<file path="config.mk">
export PLATFORM = sky130hd
export DESIGN_NAME = utf8_stream_validator
export DESIGN_NICKNAME = d
export VERILOG_FILES = /design/src/hw/rtl/u8sv_pkg.sv /design/src/hw/rtl/u8sv_step.sv /design/src/hw/rtl/utf8_stream_validator.sv
export SDC_FILE = /design/constraint.sdc
export NUM_CORES = 1
export LEC_CHECK = 0
export BUFFER_PORTS_ARGS = -buffer_cell sky130_fd_sc_hd__buf_2
export CORE_UTILIZATION = 35
export DETAILED_ROUTE_END_ITERATION = 10
export GPL_TIMING_DRIVEN = 0
export HOLD_SLACK_MARGIN = 0.08
export PLACE_DENSITY_LB_ADDON = 0.05
export SLEW_MARGIN = 20
export SYNTH_ARGS = -nofsm -noshare
export SYNTH_HDL_FRONTEND = slang
export SYNTH_SLANG_ARGS = --single-unit
export TNS_END_PERCENT = 50
</file>
<file path="constraint.sdc">
create_clock -name clk -period 4.9 [get_ports clk]
set_input_delay 0.98 -clock clk [delete_from_list [all_inputs] [get_ports clk]]
set_output_delay 0.98 -clock clk [all_outputs]
set_load 0.1 [all_outputs]
</file>
<file path="src/hw/rtl/u8sv_pkg.sv">
// ----------------------------------------------------------------------------
// u8sv_pkg
// shared types and constants for the utf-8 stream validator
// ----------------------------------------------------------------------------
package u8sv_pkg;

  localparam int unsigned CP_W  = 21;
  localparam int unsigned LEN_W = 3;

  // continuation byte test: 10xxxxxx
  localparam logic [1:0] CONT_TAG = 2'b10;

  // value range limits
  localparam logic [CP_W-1:0] MIN_2B    = 21'h00_0080;
  localparam logic [CP_W-1:0] MIN_3B    = 21'h00_0800;
  localparam logic [CP_W-1:0] MIN_4B    = 21'h01_0000;
  localparam logic [CP_W-1:0] MAX_CP    = 21'h10_FFFF;
  localparam logic [9:0]      SURR_HI   = 10'h1B;

  // sequence lengths
  localparam logic [LEN_W-1:0] LEN_1 = 3'd1;
  localparam logic [LEN_W-1:0] LEN_2 = 3'd2;
  localparam logic [LEN_W-1:0] LEN_3 = 3'd3;
  localparam logic [LEN_W-1:0] LEN_4 = 3'd4;

  typedef struct packed {
    logic [7:0] data_byte;
    logic       end_of_buffer;
  } in_item_t;

  typedef struct packed {
    logic [CP_W-1:0]  code_point;
    logic [LEN_W-1:0] seq_length;
    logic             seq_ok;
    logic             buffer_done;
    logic             buffer_ok;
  } out_item_t;

  typedef struct packed {
    logic [CP_W-1:0]  accum;
    logic [1:0]       bytes_left;
    logic [LEN_W-1:0] seq_total;
    logic             seq_fault;
    logic             buffer_fault;
  } dec_state_t;

endpackage

</file>
<file path="src/hw/rtl/u8sv_step.sv">
// ----------------------------------------------------------------------------
// u8sv_step
// one byte of decode: lead classification, payload gather, range checks
// ----------------------------------------------------------------------------
module u8sv_step
  import u8sv_pkg::*;
(
  input  dec_state_t st,
  input  in_item_t   item,
  output dec_state_t st_nxt,
  output logic       emit,
  output out_item_t  res
);

  typedef enum logic [2:0] {
    CLS_ASCII,
    CLS_LEAD2,
    CLS_LEAD3,
    CLS_LEAD4,
    CLS_STRAY
  } lead_cls_t;

  function automatic logic value_ok(input logic [CP_W-1:0] cp, input logic [LEN_W-1:0] len);
    logic ok;
    begin
      case (len)
        LEN_2:   ok = (cp >= MIN_2B);
        LEN_3:   ok = (cp >= MIN_3B) && (cp[CP_W-1:11] != SURR_HI);
        LEN_4:   ok = (cp >= MIN_4B) && (cp <= MAX_CP);
        default: ok = 1'b1;
      endcase
      return ok;
    end
  endfunction

  lead_cls_t        cls;
  logic [CP_W-1:0]  acc_shift;
  logic [1:0]       bl_dec;
  logic             fault_new;
  logic             trunc;
  logic             r_ok;
  logic [LEN_W-1:0] r_len;
  logic [CP_W-1:0]  r_cp;
  logic             last;

  assign last      = item.end_of_buffer;
  assign acc_shift = {st.accum[CP_W-7:0], item.data_byte[5:0]};
  assign bl_dec    = st.bytes_left - 2'd1;
  assign fault_new = st.seq_fault | (item.data_byte[7:6] != CONT_TAG);

  always_comb begin
    unique case (item.data_byte) inside
      [8'h00:8'h7F]: cls = CLS_ASCII;
      [8'hC0:8'hDF]: cls = CLS_LEAD2;
      [8'hE0:8'hEF]: cls = CLS_LEAD3;
      [8'hF0:8'hF7]: cls = CLS_LEAD4;
      default:       cls = CLS_STRAY;
    endcase
  end

  always_comb begin
    st_nxt = st;
    emit   = 1'b0;
    trunc  = 1'b0;
    r_ok   = 1'b0;
    r_len  = LEN_1;
    r_cp   = {13'd0, item.data_byte};

    if (st.bytes_left == 2'd0) begin
      unique case (cls) inside
        CLS_ASCII: begin
          emit = 1'b1;
          r_ok = 1'b1;
        end
        CLS_STRAY: begin
          emit = 1'b1;
        end
        CLS_LEAD2, CLS_LEAD3, CLS_LEAD4: begin
          st_nxt.seq_fault = 1'b0;
          if (cls == CLS_LEAD2) begin
            st_nxt.accum      = {16'd0, item.data_byte[4:0]};
            st_nxt.bytes_left = 2'd1;
            st_nxt.seq_total  = LEN_2;
          end else if (cls == CLS_LEAD3) begin
            st_nxt.accum      = {17'd0, item.data_byte[3:0]};
            st_nxt.bytes_left = 2'd2;
            st_nxt.seq_total  = LEN_3;
          end else begin
            st_nxt.accum      = {18'd0, item.data_byte[2:0]};
            st_nxt.bytes_left = 2'd3;
            st_nxt.seq_total  = LEN_4;
          end
          // buffer ends right after the lead byte
          if (last) begin
            emit  = 1'b1;
            trunc = 1'b1;
            r_cp  = st_nxt.accum;
          end
        end
        default: begin
          emit = 1'b1;
        end
      endcase
    end else begin
      st_nxt.accum      = acc_shift;
      st_nxt.bytes_left = bl_dec;
      st_nxt.seq_fault  = fault_new;
      r_cp              = acc_shift;
      if (bl_dec == 2'd0) begin
        emit             = 1'b1;
        r_len            = st.seq_total;
        r_ok             = !fault_new && value_ok(acc_shift, st.seq_total);
        st_nxt.accum     = '0;
        st_nxt.seq_total = '0;
        st_nxt.seq_fault = 1'b0;
      end else if (last) begin
        emit  = 1'b1;
        trunc = 1'b1;
        r_len = st.seq_total - {1'b0, bl_dec};
      end
    end

    if (trunc) begin
      r_len  = (st.bytes_left == 2'd0) ? LEN_1 : r_len;
      r_ok   = 1'b0;
      st_nxt = '0;
    end else if (emit) begin
      if (last) begin
        st_nxt.buffer_fault = 1'b0;
      end else if (!r_ok) begin
        st_nxt.buffer_fault = 1'b1;
      end
    end

    res.code_point  = r_cp;
    res.seq_length  = r_len;
    res.seq_ok      = r_ok;
    res.buffer_done = last;
    res.buffer_ok   = r_ok && !st.buffer_fault;
  end

endmodule

</file>
<file path="src/hw/rtl/utf8_stream_validator.sv">
// ----------------------------------------------------------------------------
// utf8_stream_validator
// byte-wide utf-8 decoder with per-sequence and per-buffer verdicts
// ----------------------------------------------------------------------------
//
//  channel  ports                        direction  transaction
//  -------  ---------------------------  ---------  --------------------------
//  in       in_valid in_stall in_data    sink       one byte + end of buffer
//  out      out_valid out_stall out_data source     one decoded sequence
//
//  one byte per clock sustained while out_stall is low; a byte is held in the
//  input register, decoded from there, and its result is registered in the
//  result register that drives out_data
//  throughput is set by the single decode stage, which holds the sequence state
//  synchronous active-low reset clears both stage valids and the decode state
//  out_stall holds the result register; bytes that close nothing keep flowing,
//  a byte that needs the result register waits in the input register
//
module utf8_stream_validator
  import u8sv_pkg::*;
(
  input  logic      clk,
  input  logic      rst_n,

  input  logic      in_valid,
  output logic      in_stall,
  input  in_item_t  in_data,

  output logic      out_valid,
  input  logic      out_stall,
  output out_item_t out_data
);

  // input register
  logic       s1_valid_r;
  in_item_t   s1_item_r;

  // decode state and result register
  dec_state_t state_r;
  dec_state_t state_nxt;
  logic       out_valid_r;
  logic       out_valid_nxt;
  out_item_t  out_data_r;

  logic       step_emit;
  out_item_t  step_res;
  logic       out_free;
  logic       proc;

  u8sv_step u_step (
    .st     (state_r),
    .item   (s1_item_r),
    .st_nxt (state_nxt),
    .emit   (step_emit),
    .res    (step_res)
  );

  // result register can take a new result this cycle
  assign out_free = !out_valid_r || !out_stall;

  // the byte in the input register is decoded this cycle; if it makes a
  // result it must have room in the result register
  assign proc = s1_valid_r && (!step_emit || out_free);

  // input register refills when empty or draining
  assign in_stall = s1_valid_r && !proc;

  always_comb begin
    out_valid_nxt = out_valid_r;
    if (proc && step_emit) begin
      out_valid_nxt = 1'b1;
    end else if (!out_stall) begin
      out_valid_nxt = 1'b0;
    end
  end

  // control registers
  always_ff @(posedge clk) begin
    if (!rst_n) begin
      s1_valid_r  <= 1'b0;
      out_valid_r <= 1'b0;
      state_r     <= '0;
    end else begin
      if (!in_stall) begin
        s1_valid_r <= in_valid;
      end
      out_valid_r <= out_valid_nxt;
      if (proc) begin
        state_r <= state_nxt;
      end
    end
  end

  // payload registers
  always_ff @(posedge clk) begin
    if (!in_stall && in_valid) begin
      s1_item_r <= in_data;
    end
    if (proc && step_emit) begin
      out_data_r <= step_res;
    end
  end

  assign out_valid = out_valid_r;
  assign out_data  = out_data_r;

  // --------------------------------------------------------------------------
  // assertions
  // --------------------------------------------------------------------------

  // a buffer verdict can only be good when the sequence itself is good
  a_bok_implies_sok : assert property (@(posedge clk) disable iff (!rst_n)
    out_valid_r |-> (out_data_r.seq_ok || !out_data_r.buffer_ok))
    else $error("buffer_ok set on an invalid sequence");

  // a pending sequence always declares more bytes than are still due
  a_seq_total_sane : assert property (@(posedge clk) disable iff (!rst_n)
    (state_r.bytes_left != 2'd0) |-> (state_r.seq_total > {1'b0, state_r.bytes_left}))
    else $error("sequence length inconsistent with bytes left");

  // every emitted length is between one and four
  a_len_range : assert property (@(posedge clk) disable iff (!rst_n)
    out_valid_r |-> (out_data_r.seq_length >= LEN_1 && out_data_r.seq_length <= LEN_4))
    else $error("sequence length out of range");

  // closing a buffer restarts the buffer verdict
  a_buffer_restart : assert property (@(posedge clk) disable iff (!rst_n)
    (proc && step_emit && step_res.buffer_done) |=> !state_r.buffer_fault)
    else $error("buffer fault survived the end of buffer");

endmodule

</file>
==> results of run 1 <==
[layout make-up]
class                           count  area [µm²]
Inverter                           10        37.5
Multi-Input combinational cell    151        1060
Timing Repair Buffer               42         220
Buffer                             16        91.3
Fill cell                         723        4090
Sequential cell                    60        1560
Clock inverter                      7         100
Clock buffer                        9         124
Tap cell                           99         124
[sequential cells by signal (all words and copies together), names as in the netlist]
register	count
s1_valid_r	1
out_data	27
state_r	22
s1_item_r	9
out_valid	1
[synth_stat cells, drive strengths merged (2+ instances only)]
cell type	n
clkbuf	4
nor3	4
dfxtp	24
nand4	13
o22ai	3
o31ai	12
a21boi	2
buf	12
and3	2
a21o	2
a211oi	3
nor2	6
a31oi	3
inv	10
nor2b	15
nand2b	5
nor4	4
nand3	7
mux2i	3
o21ai	5
ha	3
edfxtp	36
a22o	5
a32oi	2
nand2	13
a21oi	18
a32o	2
or4	2
[power breakdown]
group	switching (µW)	internal, µW	leakage, µW
registers	9.32	555	0.000533
clock network	210	289	0.000114
logic	147	39.4	0.000555
total	367	884	0.00120
[per-stage QoR]
step / cells / setup slack [ns] / util, %
2_1_floorplan: 237 / 1.16 / -
3_3_place_gp: 377 / -0.160 / 41.4
3_5_place_dp: 378 / 1.94 / 41.7
4_1_cts: 394 / 1.59 / 44.8
5_1_grt: 394 / 1.46 / 44.8
6_report: 394 / 1.59 / 44.8
[path summary, 6_finish.rpt]
| path | start | end | slack [ns] | cells past startpoint |
|---|---|---|---|---|
| setup / recovery | state_r[5]$_SDFFE_PN0P_ | in_stall | 1.59 | 7 |
| hold / removal | s1_item_r[0]$_DFFE_PP_ | out_data[1]$_DFFE_PP_ | 0.45 | 0 |
| setup reg to reg | state_r[5]$_SDFFE_PN0P_ | s1_item_r[1]$_DFFE_PP_ | 2.47 | 7 |
| hold reg to reg | s1_item_r[0]$_DFFE_PP_ | out_data[1]$_DFFE_PP_ | 0.45 | 0 |
[routing by layer]
metal | wire length (µm) | part of all wire [%]
met1 | 2900 | 47
met2 | 2860 | 46
met3 | 338 | 5.5
met4 | 80 | 1.3
met5 | 0 | 0
[cell families after synthesis]
logic type      after synthesis  synth area share, %
compound gates               65                 17.9
fa+ha+maj                     4                 2.10
buf+inv                      26                 4.71
flops                        60                 57.0
mux                           3                 1.10
simple gates                 79                 17.2
==> metrics.cfg, run 1 <==
[drt]
wire_per_inst_um=15.7
first_iter_violations=103
drt-total-wl_mm=6.18
ant_nets=0
route.detailed.drc=0
vias_per_cell=5.23
first_pass_iters=5
vias=2060

[die]
core_area_um2=7410
rows=31
start_util_pct=37.0
design.die.area_um2=8180
die_height_um=90.4
num_io_pins=42
die-width_um=90.4

[sta]
slew_violations=0
finalSetupTns_ns=0
fmax_mhz=302
finalCritPeriodShare_pct=67.6
fin_crit_ns=3.31
slew_headroom_pct=45.6
worst_pin_slew_ns=0.815
finalHoldViolations=0
rsz0062_at_grt=false
worst_hold_slack_ns=0.451
fin_worst_skew_ns=0.00601
setup_viol=0

[cts]
cts_tree=built
clk_path_buf_depth=2
hold_buffers=0
cts_inserted_buffers=9
cts_htree_levels=3
post_cts_buffers=0
clkTransAtPathRegs_ns=0.07
cts-resized-gates=0
clock_latency_ns=0.34
clockRootBuffer=clkbuf_8
cts_sinks=60

[worst_setup_path]
required_ns=3.92
worst_path_largest_cell_delay_ns=0.49
crit_arrival_ns=2.33
cp_slowest_cell=buf_2
critPathTopFamily=buffers and inverters
start_kind=flip-flop
cp_max_fo=10
critical_path_class=flip-flop to primary output
end_kind=primary output
cp_num_buf_inv=3
crit_path_cell_trace=inv_1, ha_1, buf_6, nand3_1, o22ai_2, a211oi_2, buf_2

[global_routing]
grt_pass1_wl_mm=10.2
antenna_found_initial=0
grt_usage_pct=16.4
grtUsageMet1_pct=21.2
grt_util_met3_pct=4.29
grt_pass1_vias=1999
busiest_layer=met2
use_met2_pct=26.4
overflow=0
grt_max_degree=15

[placed_design]
dpl_cell_area_um2=3090
place_congestion=0.807
place_hpwl_mm=4.47
port_buffers=41

[synth]
yosys_warnings=0
synth_cell_type_count=57
synth_ff_type=edfxtp_1
synthCells=237
synth_top_area_share_pct=39.5
synth_nets=254
synth_area_um2=2740
ys_top_cells_by_area=edfxtp_1, dfxtp_1, nor2b_1
synth_area_leader_cell=edfxtp_1
async_flop_share_pct=0
ys_seq_elements=60
syn_avg_cell_area_um2=11.6
synth_edf_count=36
ys_seq_area_share_pct=57.0

[finish]
nNetsFinal=307
final_cell_mix=buf_2, edfxtp_1, dfxtp_1
fin_area_um2=3320
antenna_cells=0
final_common_cell=buf_2
syn_to_final_growth_pct=21.2
drive_above_1_share_pct=28.5

[hold_path]
hold_path_class=flip-flop to flip-flop

[power_and_ir_drop]
leakage_uw=0.00120
p_total_uw=1250
pwr_density_cell_nw_per_um2=377
ir_worst_vdd_mv=0.160

[status]
outcome=finished, final reports clean

[flow_run]
drv_cap=0

Note: power is estimated with default switching activity, not from simulation.
==> run 2: changes to the inputs <==
==> constraint.sdc (replaced) <==
create_clock -name clk -period 2.84 [get_ports clk]
set_input_delay 0.568 -clock clk [delete_from_list [all_inputs] [get_ports clk]]
set_output_delay 0.568 -clock clk [all_outputs]
set_load 0.1 [all_outputs]
==> run 2 against run 1 <==
Against the previous run: count of clock-buffer cells in the layout unchanged; combinational power up 74%; via count decreased by 0.78%; worst hold slack lost 0.068 ns; highest routed layer unchanged.
==> metrics.cfg, run 2 (synthesis results as in run 1) <==
[global_routing]
grt_max_degree=16  ; was 15
grt_pass1_wl_mm=10.3  ; was 10.2 mm
overflow=0  ; unchanged
antenna_found_initial=0  ; unchanged
grt_usage_pct=16.6  ; was 16.4%
grt_pass1_vias=2036  ; was 1999

[drt]
routed.top_layer=met4  ; unchanged
wire_per_inst_um=15.8  ; was 15.7 µm
first_iter_violations=112  ; was 103
route.detailed.drc=0  ; unchanged
wl_met2_mm=2.89  ; was 2.86 mm
ant_nets=0  ; unchanged
dr_wl_met3_um=253  ; was 338 µm
first_pass_iters=4  ; was 5
drt-total-wl_mm=6.24  ; was 6.18 mm
vias_per_cell=5.19  ; was 5.23
drt-met1-wl_mm=2.98  ; was 2.90 mm
vias=2044  ; was 2060

[power_and_ir_drop]
ir_worst_vdd_mv=0.289  ; was 0.160 mV
leakage_uw=0.00120  ; about the same
p_total_uw=2170  ; was 1250 µW
pwr_density_cell_nw_per_um2=651  ; was 377 nW/µm²

[status]
outcome=finished, final reports clean  ; unchanged

[placed_design]
dp_slack_ns=0.312  ; was 1.94 ns
port_buffers=41  ; unchanged
place_congestion=0.813  ; was 0.807
place_hpwl_mm=4.53  ; was 4.47 mm

[sta]
slew_headroom_pct=48.1  ; was 45.6%
slew_violations=0  ; unchanged
layout_setup_ws_ns=0.163  ; was 1.59 ns
worst_pin_slew_ns=0.777  ; was 0.815 ns
setup_viol=0  ; unchanged
finalHoldViolations=0  ; unchanged
worst_hold_slack_ns=0.383  ; was 0.451 ns
rsz0062_at_grt=false  ; unchanged
fin_crit_ns=2.68
fin_worst_skew_ns=0.0105  ; was 0.00601 ns
fmax_mhz=374
finalCritPeriodShare_pct=94.2

[worst_setup_path]
required_ns=2.27  ; was 3.92 ns
rr_endpoint=s1_item_r[1]$_DFFE_PP_  ; unchanged
reg2reg_depth=7  ; unchanged
critical_path_class=flip-flop to primary output  ; unchanged
cp_max_fo=10  ; unchanged
start_kind=flip-flop  ; unchanged
r2r_start=state_r[5]$_SDFFE_PN0P_  ; unchanged
crit_arrival_ns=2.11  ; was 2.33 ns
end_kind=primary output  ; unchanged
ff2ff_setup_slack_ns=0.45  ; was 2.47 ns

[cts]
cts_tree=built  ; unchanged
cts_inserted_buffers=9  ; unchanged
hold_buffers=0  ; unchanged
clockRootBuffer=clkbuf_8  ; unchanged
post_cts_buffers=0  ; unchanged
clock_latency_ns=0.35  ; was 0.34 ns
cts_sinks=60  ; unchanged
clkTransAtPathRegs_ns=0.08  ; was 0.07 ns
clk_path_buf_depth=2  ; unchanged
cts_htree_levels=3  ; unchanged

[finish]
drive_above_1_share_pct=28.5  ; unchanged
ff_latch_area_um2=1560  ; unchanged
nNetsFinal=307  ; unchanged
final_cell_mix=buf_2, edfxtp_1, dfxtp_1  ; unchanged
largest_reg_flops=27  ; unchanged
multiInputGateArea_um2=1060  ; unchanged
antenna_cells=0  ; unchanged
syn_to_final_growth_pct=21.8  ; was 21.2%
fill_cells=714  ; was 723
final_common_cell=buf_2  ; unchanged

[hold_path]
whs_path_depth=1  ; was 0
hold_path_class=input pin to flip-flop  ; was flip-flop to flip-flop
min_to=s1_item_r[3]$_DFFE_PP_  ; was out_data[1]$_DFFE_PP_
min-delay-start=in_data[3]  ; was s1_item_r[0]$_DFFE_PP_

[die]
die-width_um=90.4  ; unchanged
start_util_pct=37.0  ; unchanged
rows=31  ; unchanged
design.die.area_um2=8180  ; unchanged
die_height_um=90.4  ; unchanged
core_area_um2=7410  ; unchanged
num_io_pins=42  ; unchanged

[flow_run]
drv_cap=0  ; unchanged

[run 2: cell types whose count changed in the layout (fill, tap and decap cells not counted)]
cell        delta
buf_16         +1
buf_2          -1
buf_6          +1
buf_8          -1
clkinv_4       -1
clkinvlp_4     +1
[run 2: report_power, final]
part           switching, µW  leakage [µW]  internal, µW
combinational            255      0.000560          71.0
clock                    374      0.000110           498
sequential              16.1      0.000533           958
[run 2: worst max-delay path by stage]
stage | start | endpoint | depth (start not counted)
after floorplan | out_valid$_SDFFE_PN0P_ | s1_item_r[0]$_DFFE_PP_ | 3
after global placement | state_r[5]$_SDFFE_PN0P_ | out_data[17]$_SDFFCE_PP0P_ | 6
after detailed placement | state_r[5]$_SDFFE_PN0P_ | in_stall | 7
after CTS | state_r[5]$_SDFFE_PN0P_ | in_stall | 7
after global routing | state_r[5]$_SDFFE_PN0P_ | in_stall | 7
final | state_r[5]$_SDFFE_PN0P_ | in_stall | 7
[run 2: cell type report]
class / instances / area share, %
flip-flops and latches: 60 / 46.8
multi-input cells: 151 / 31.7
repair buffers: 42 / 7.17
clock buffers: 9 / 3.71
well taps: 99 / 3.71
clock inverters: 7 / 2.96
plain buffers: 16 / 2.74
inverters: 10 / 1.13
[run 2: routing by layer]
metal	vias to the layer above	track usage [%]
met5	-	0
met4	0	8.47
met3	10	3.03
met2	54	26.0
met1	964	21.8
li1	1016	-
[run 2: stage by stage]
step / utilization [%] / setup TNS, ns / cells / cell area [µm²]
2_1_floorplan: - / -5.79 / 237 / 2740
3_3_place_gp: 41.4 / -20.24 / 377 / 3070
3_5_place_dp: 41.9 / 0 / 378 / 3110
4_1_cts: 45.0 / 0 / 394 / 3330
5_1_grt: 45.0 / 0 / 394 / 3330
6_report: 45.0 / 0 / 394 / 3330
[run 2: timing repair]
action                                  in CTS  in global routing
hold endpoints to repair                     0                  0
gates resized for setup                      1                  1
pin swaps                                    0                  1
gates cloned                                 0                  0
endpoints found under the setup margin       1                  1
[run 2: critical path, cell delays in order, from the launching register on]
cell and delay (ns):
dfxtp_1 0.36, inv_1 0.09, ha_1 0.21, buf_6 0.14
nand3_1 0.18, o22ai_2 0.16, a211oi_2 0.34, buf_6 0.28
==> run 3: changes to the inputs <==
--- a/config.mk
+++ b/config.mk
@@ -11,6 +11,7 @@
 export GPL_TIMING_DRIVEN = 0
 export HOLD_SLACK_MARGIN = 0.08
 export PLACE_DENSITY_LB_ADDON = 0.05
+export RECOVER_POWER = 100
 export SLEW_MARGIN = 20
 export SYNTH_ARGS = -nofsm -noshare
 export SYNTH_HDL_FRONTEND = slang
==> run 3 against run 2 <==
Against the previous run: final area decreased by 1.9%; setup slack improved by 0.0099 ns; global-route usage unchanged; flip-flop and latch count unchanged; non-clock buffer count unchanged; largest cell class unchanged.
==> metrics.cfg, run 3 (synthesis results as in run 1) <==
[finish]
instances_no_fill=394  ; unchanged
largest_reg_flops=27  ; unchanged
final_common_cell=edfxtp_1  ; was buf_2
final_cell_mix=edfxtp_1, clkbuf_1, dfxtp_1  ; was buf_2, edfxtp_1, dfxtp_1
nNetsFinal=307  ; unchanged
antenna_cells=0  ; unchanged
drive_above_1_share_pct=16.9  ; was 28.5%
syn_to_final_growth_pct=19.5  ; was 21.8%

[placed_design]
dp_slack_ns=0.312  ; unchanged
placedCellCount=378  ; unchanged
place_hpwl_mm=4.53  ; unchanged
port_buffers=41  ; unchanged
place_congestion=0.813  ; unchanged

[cts]
cts_tree=built  ; unchanged
clock_latency_ns=0.35  ; about the same
cts_htree_levels=3  ; unchanged
clockRootBuffer=clkbuf_8  ; unchanged
cts_sinks=60  ; unchanged
post_cts_buffers=0  ; unchanged
clk_path_buf_depth=2  ; unchanged
hold_buffers=0  ; unchanged
cts_inserted_buffers=9  ; unchanged
clkTransAtPathRegs_ns=0.08  ; about the same

[worst_setup_path]
cpMostUsedCell=buf_6  ; unchanged
cp_num_buf_inv=3  ; unchanged
crit_path_cell_trace=inv_1, ha_1, buf_6, nand3_1, o22ai_2, a211oi_2, buf_6  ; unchanged
critPathTopFamily=buffers and inverters  ; unchanged
required_ns=2.27  ; about the same
end_kind=primary output  ; unchanged
cp_max_fo=10  ; unchanged
crit_start=state_r[5]$_SDFFE_PN0P_  ; unchanged
crit_arrival_ns=2.10  ; was 2.11 ns
cp_slowest_cell=dfxtp_1  ; unchanged
critical_path_class=flip-flop to primary output  ; unchanged
start_kind=flip-flop  ; unchanged
worst_path_largest_cell_delay_ns=0.36  ; about the same
r2r_start=state_r[5]$_SDFFE_PN0P_  ; unchanged

[sta]
fin_crit_ns=2.67  ; was 2.68 ns
finalSetupTns_ns=0  ; unchanged
fmax_mhz=375  ; was 374 MHz
finalHoldViolations=0  ; unchanged
rsz0062_at_grt=false  ; unchanged
worst_pin_slew_ns=1.17  ; was 0.777 ns
slew_violations=0  ; unchanged
setup_viol=0  ; unchanged
layout_setup_ws_ns=0.173  ; was 0.163 ns
finalCritPeriodShare_pct=93.9  ; was 94.2%
slew_headroom_pct=22.0  ; was 48.1%
fin_worst_skew_ns=0.00974  ; was 0.0105 ns

[drt]
first_iter_violations=89  ; was 112
vias=2044  ; unchanged
drt-total-wl_mm=6.31  ; was 6.24 mm
ant_nets=0  ; unchanged
route.detailed.drc=0  ; unchanged
wire_per_inst_um=16.0  ; was 15.8 µm
vias_per_cell=5.19  ; unchanged
first_pass_iters=5  ; was 4

[global_routing]
grt_max_degree=16  ; unchanged
grt_pass1_wl_mm=10.3  ; unchanged
grt_usage_pct=16.6  ; unchanged
antenna_found_initial=0  ; unchanged
overflow=0  ; unchanged
grt_pass1_vias=2036  ; unchanged

[hold_path]
min-delay-start=in_data[3]  ; unchanged
hold_path_class=input pin to flip-flop  ; unchanged

[die]
start_util_pct=37.0  ; unchanged
die_height_um=90.4  ; unchanged
design.die.area_um2=8180  ; unchanged
rows=31  ; unchanged
num_io_pins=42  ; unchanged
core_area_um2=7410  ; unchanged
die-width_um=90.4  ; unchanged

[power_and_ir_drop]
ir_worst_vdd_mv=0.289  ; about the same
pwr_density_cell_nw_per_um2=661  ; was 651 nW/µm²
leakage_uw=0.00111  ; was 0.00120 µW

[status]
outcome=finished, final reports clean  ; unchanged

[flow_run]
drv_cap=0  ; unchanged

[run 3: path summary, 6_finish.rpt]
path	end	slack, ns	cells after the start
worst max register to register	out_data[18]$_SDFFCE_PP0P_	0.46	7
worst min register to register	out_data[1]$_DFFE_PP_	0.46	0
worst min-delay path	s1_item_r[3]$_DFFE_PP_	0.38	1
worst max-delay path	in_stall	0.17	7
[run 3: through the flow]
stage / utilization (%) / power (µW) / hold WS, ns / area, µm²
final: 44.1 / 2160 / 0.383 / 3270
after global routing: 44.1 / 2240 / 0.376 / 3270
after floorplan: - / 1250 / 0.427 / 2740
after global placement: 41.4 / 1310 / 0.432 / 3070
after CTS: 45.0 / 2190 / 0.375 / 3330
after detailed placement: 41.9 / 1320 / 0.437 / 3110
[run 3: metal layers]
layer  GRT usage [%]  share of wire (%)  vias up
li1                -                  -     1013
met1            21.8                 48      960
met2            26.0                 46       60
met3            3.03                4.1       11
met4            8.47                1.9        0
met5               0                  0        -
[run 3: final cells by class]
cell class                      count  area [µm²]
Sequential cell                    60        1560
Clock inverter                      7        98.8
Fill cell                         734        4140
Tap cell                           99         124
Timing Repair Buffer               42         204
Clock buffer                        9         124
Buffer                             16        87.6
Inverter                           10        37.5
Multi-Input combinational cell    151        1030
[run 3: power by group]
part / switching, µW / leakage [µW] / internal, µW / total (µW)
combinational: 254 / 0.000463 / 62.7 / 316
clock: 373 / 0.000110 / 498 / 871
sequential: 16.7 / 0.000533 / 958 / 975
total: 644 / 0.00111 / 1520 / 2160
[run 3: what timing repair did]
action,in CTS,in global routing
resized for setup,1,1
pin swaps,0,1
hold endpoints to repair,0,0
setup endpoints to repair,1,1
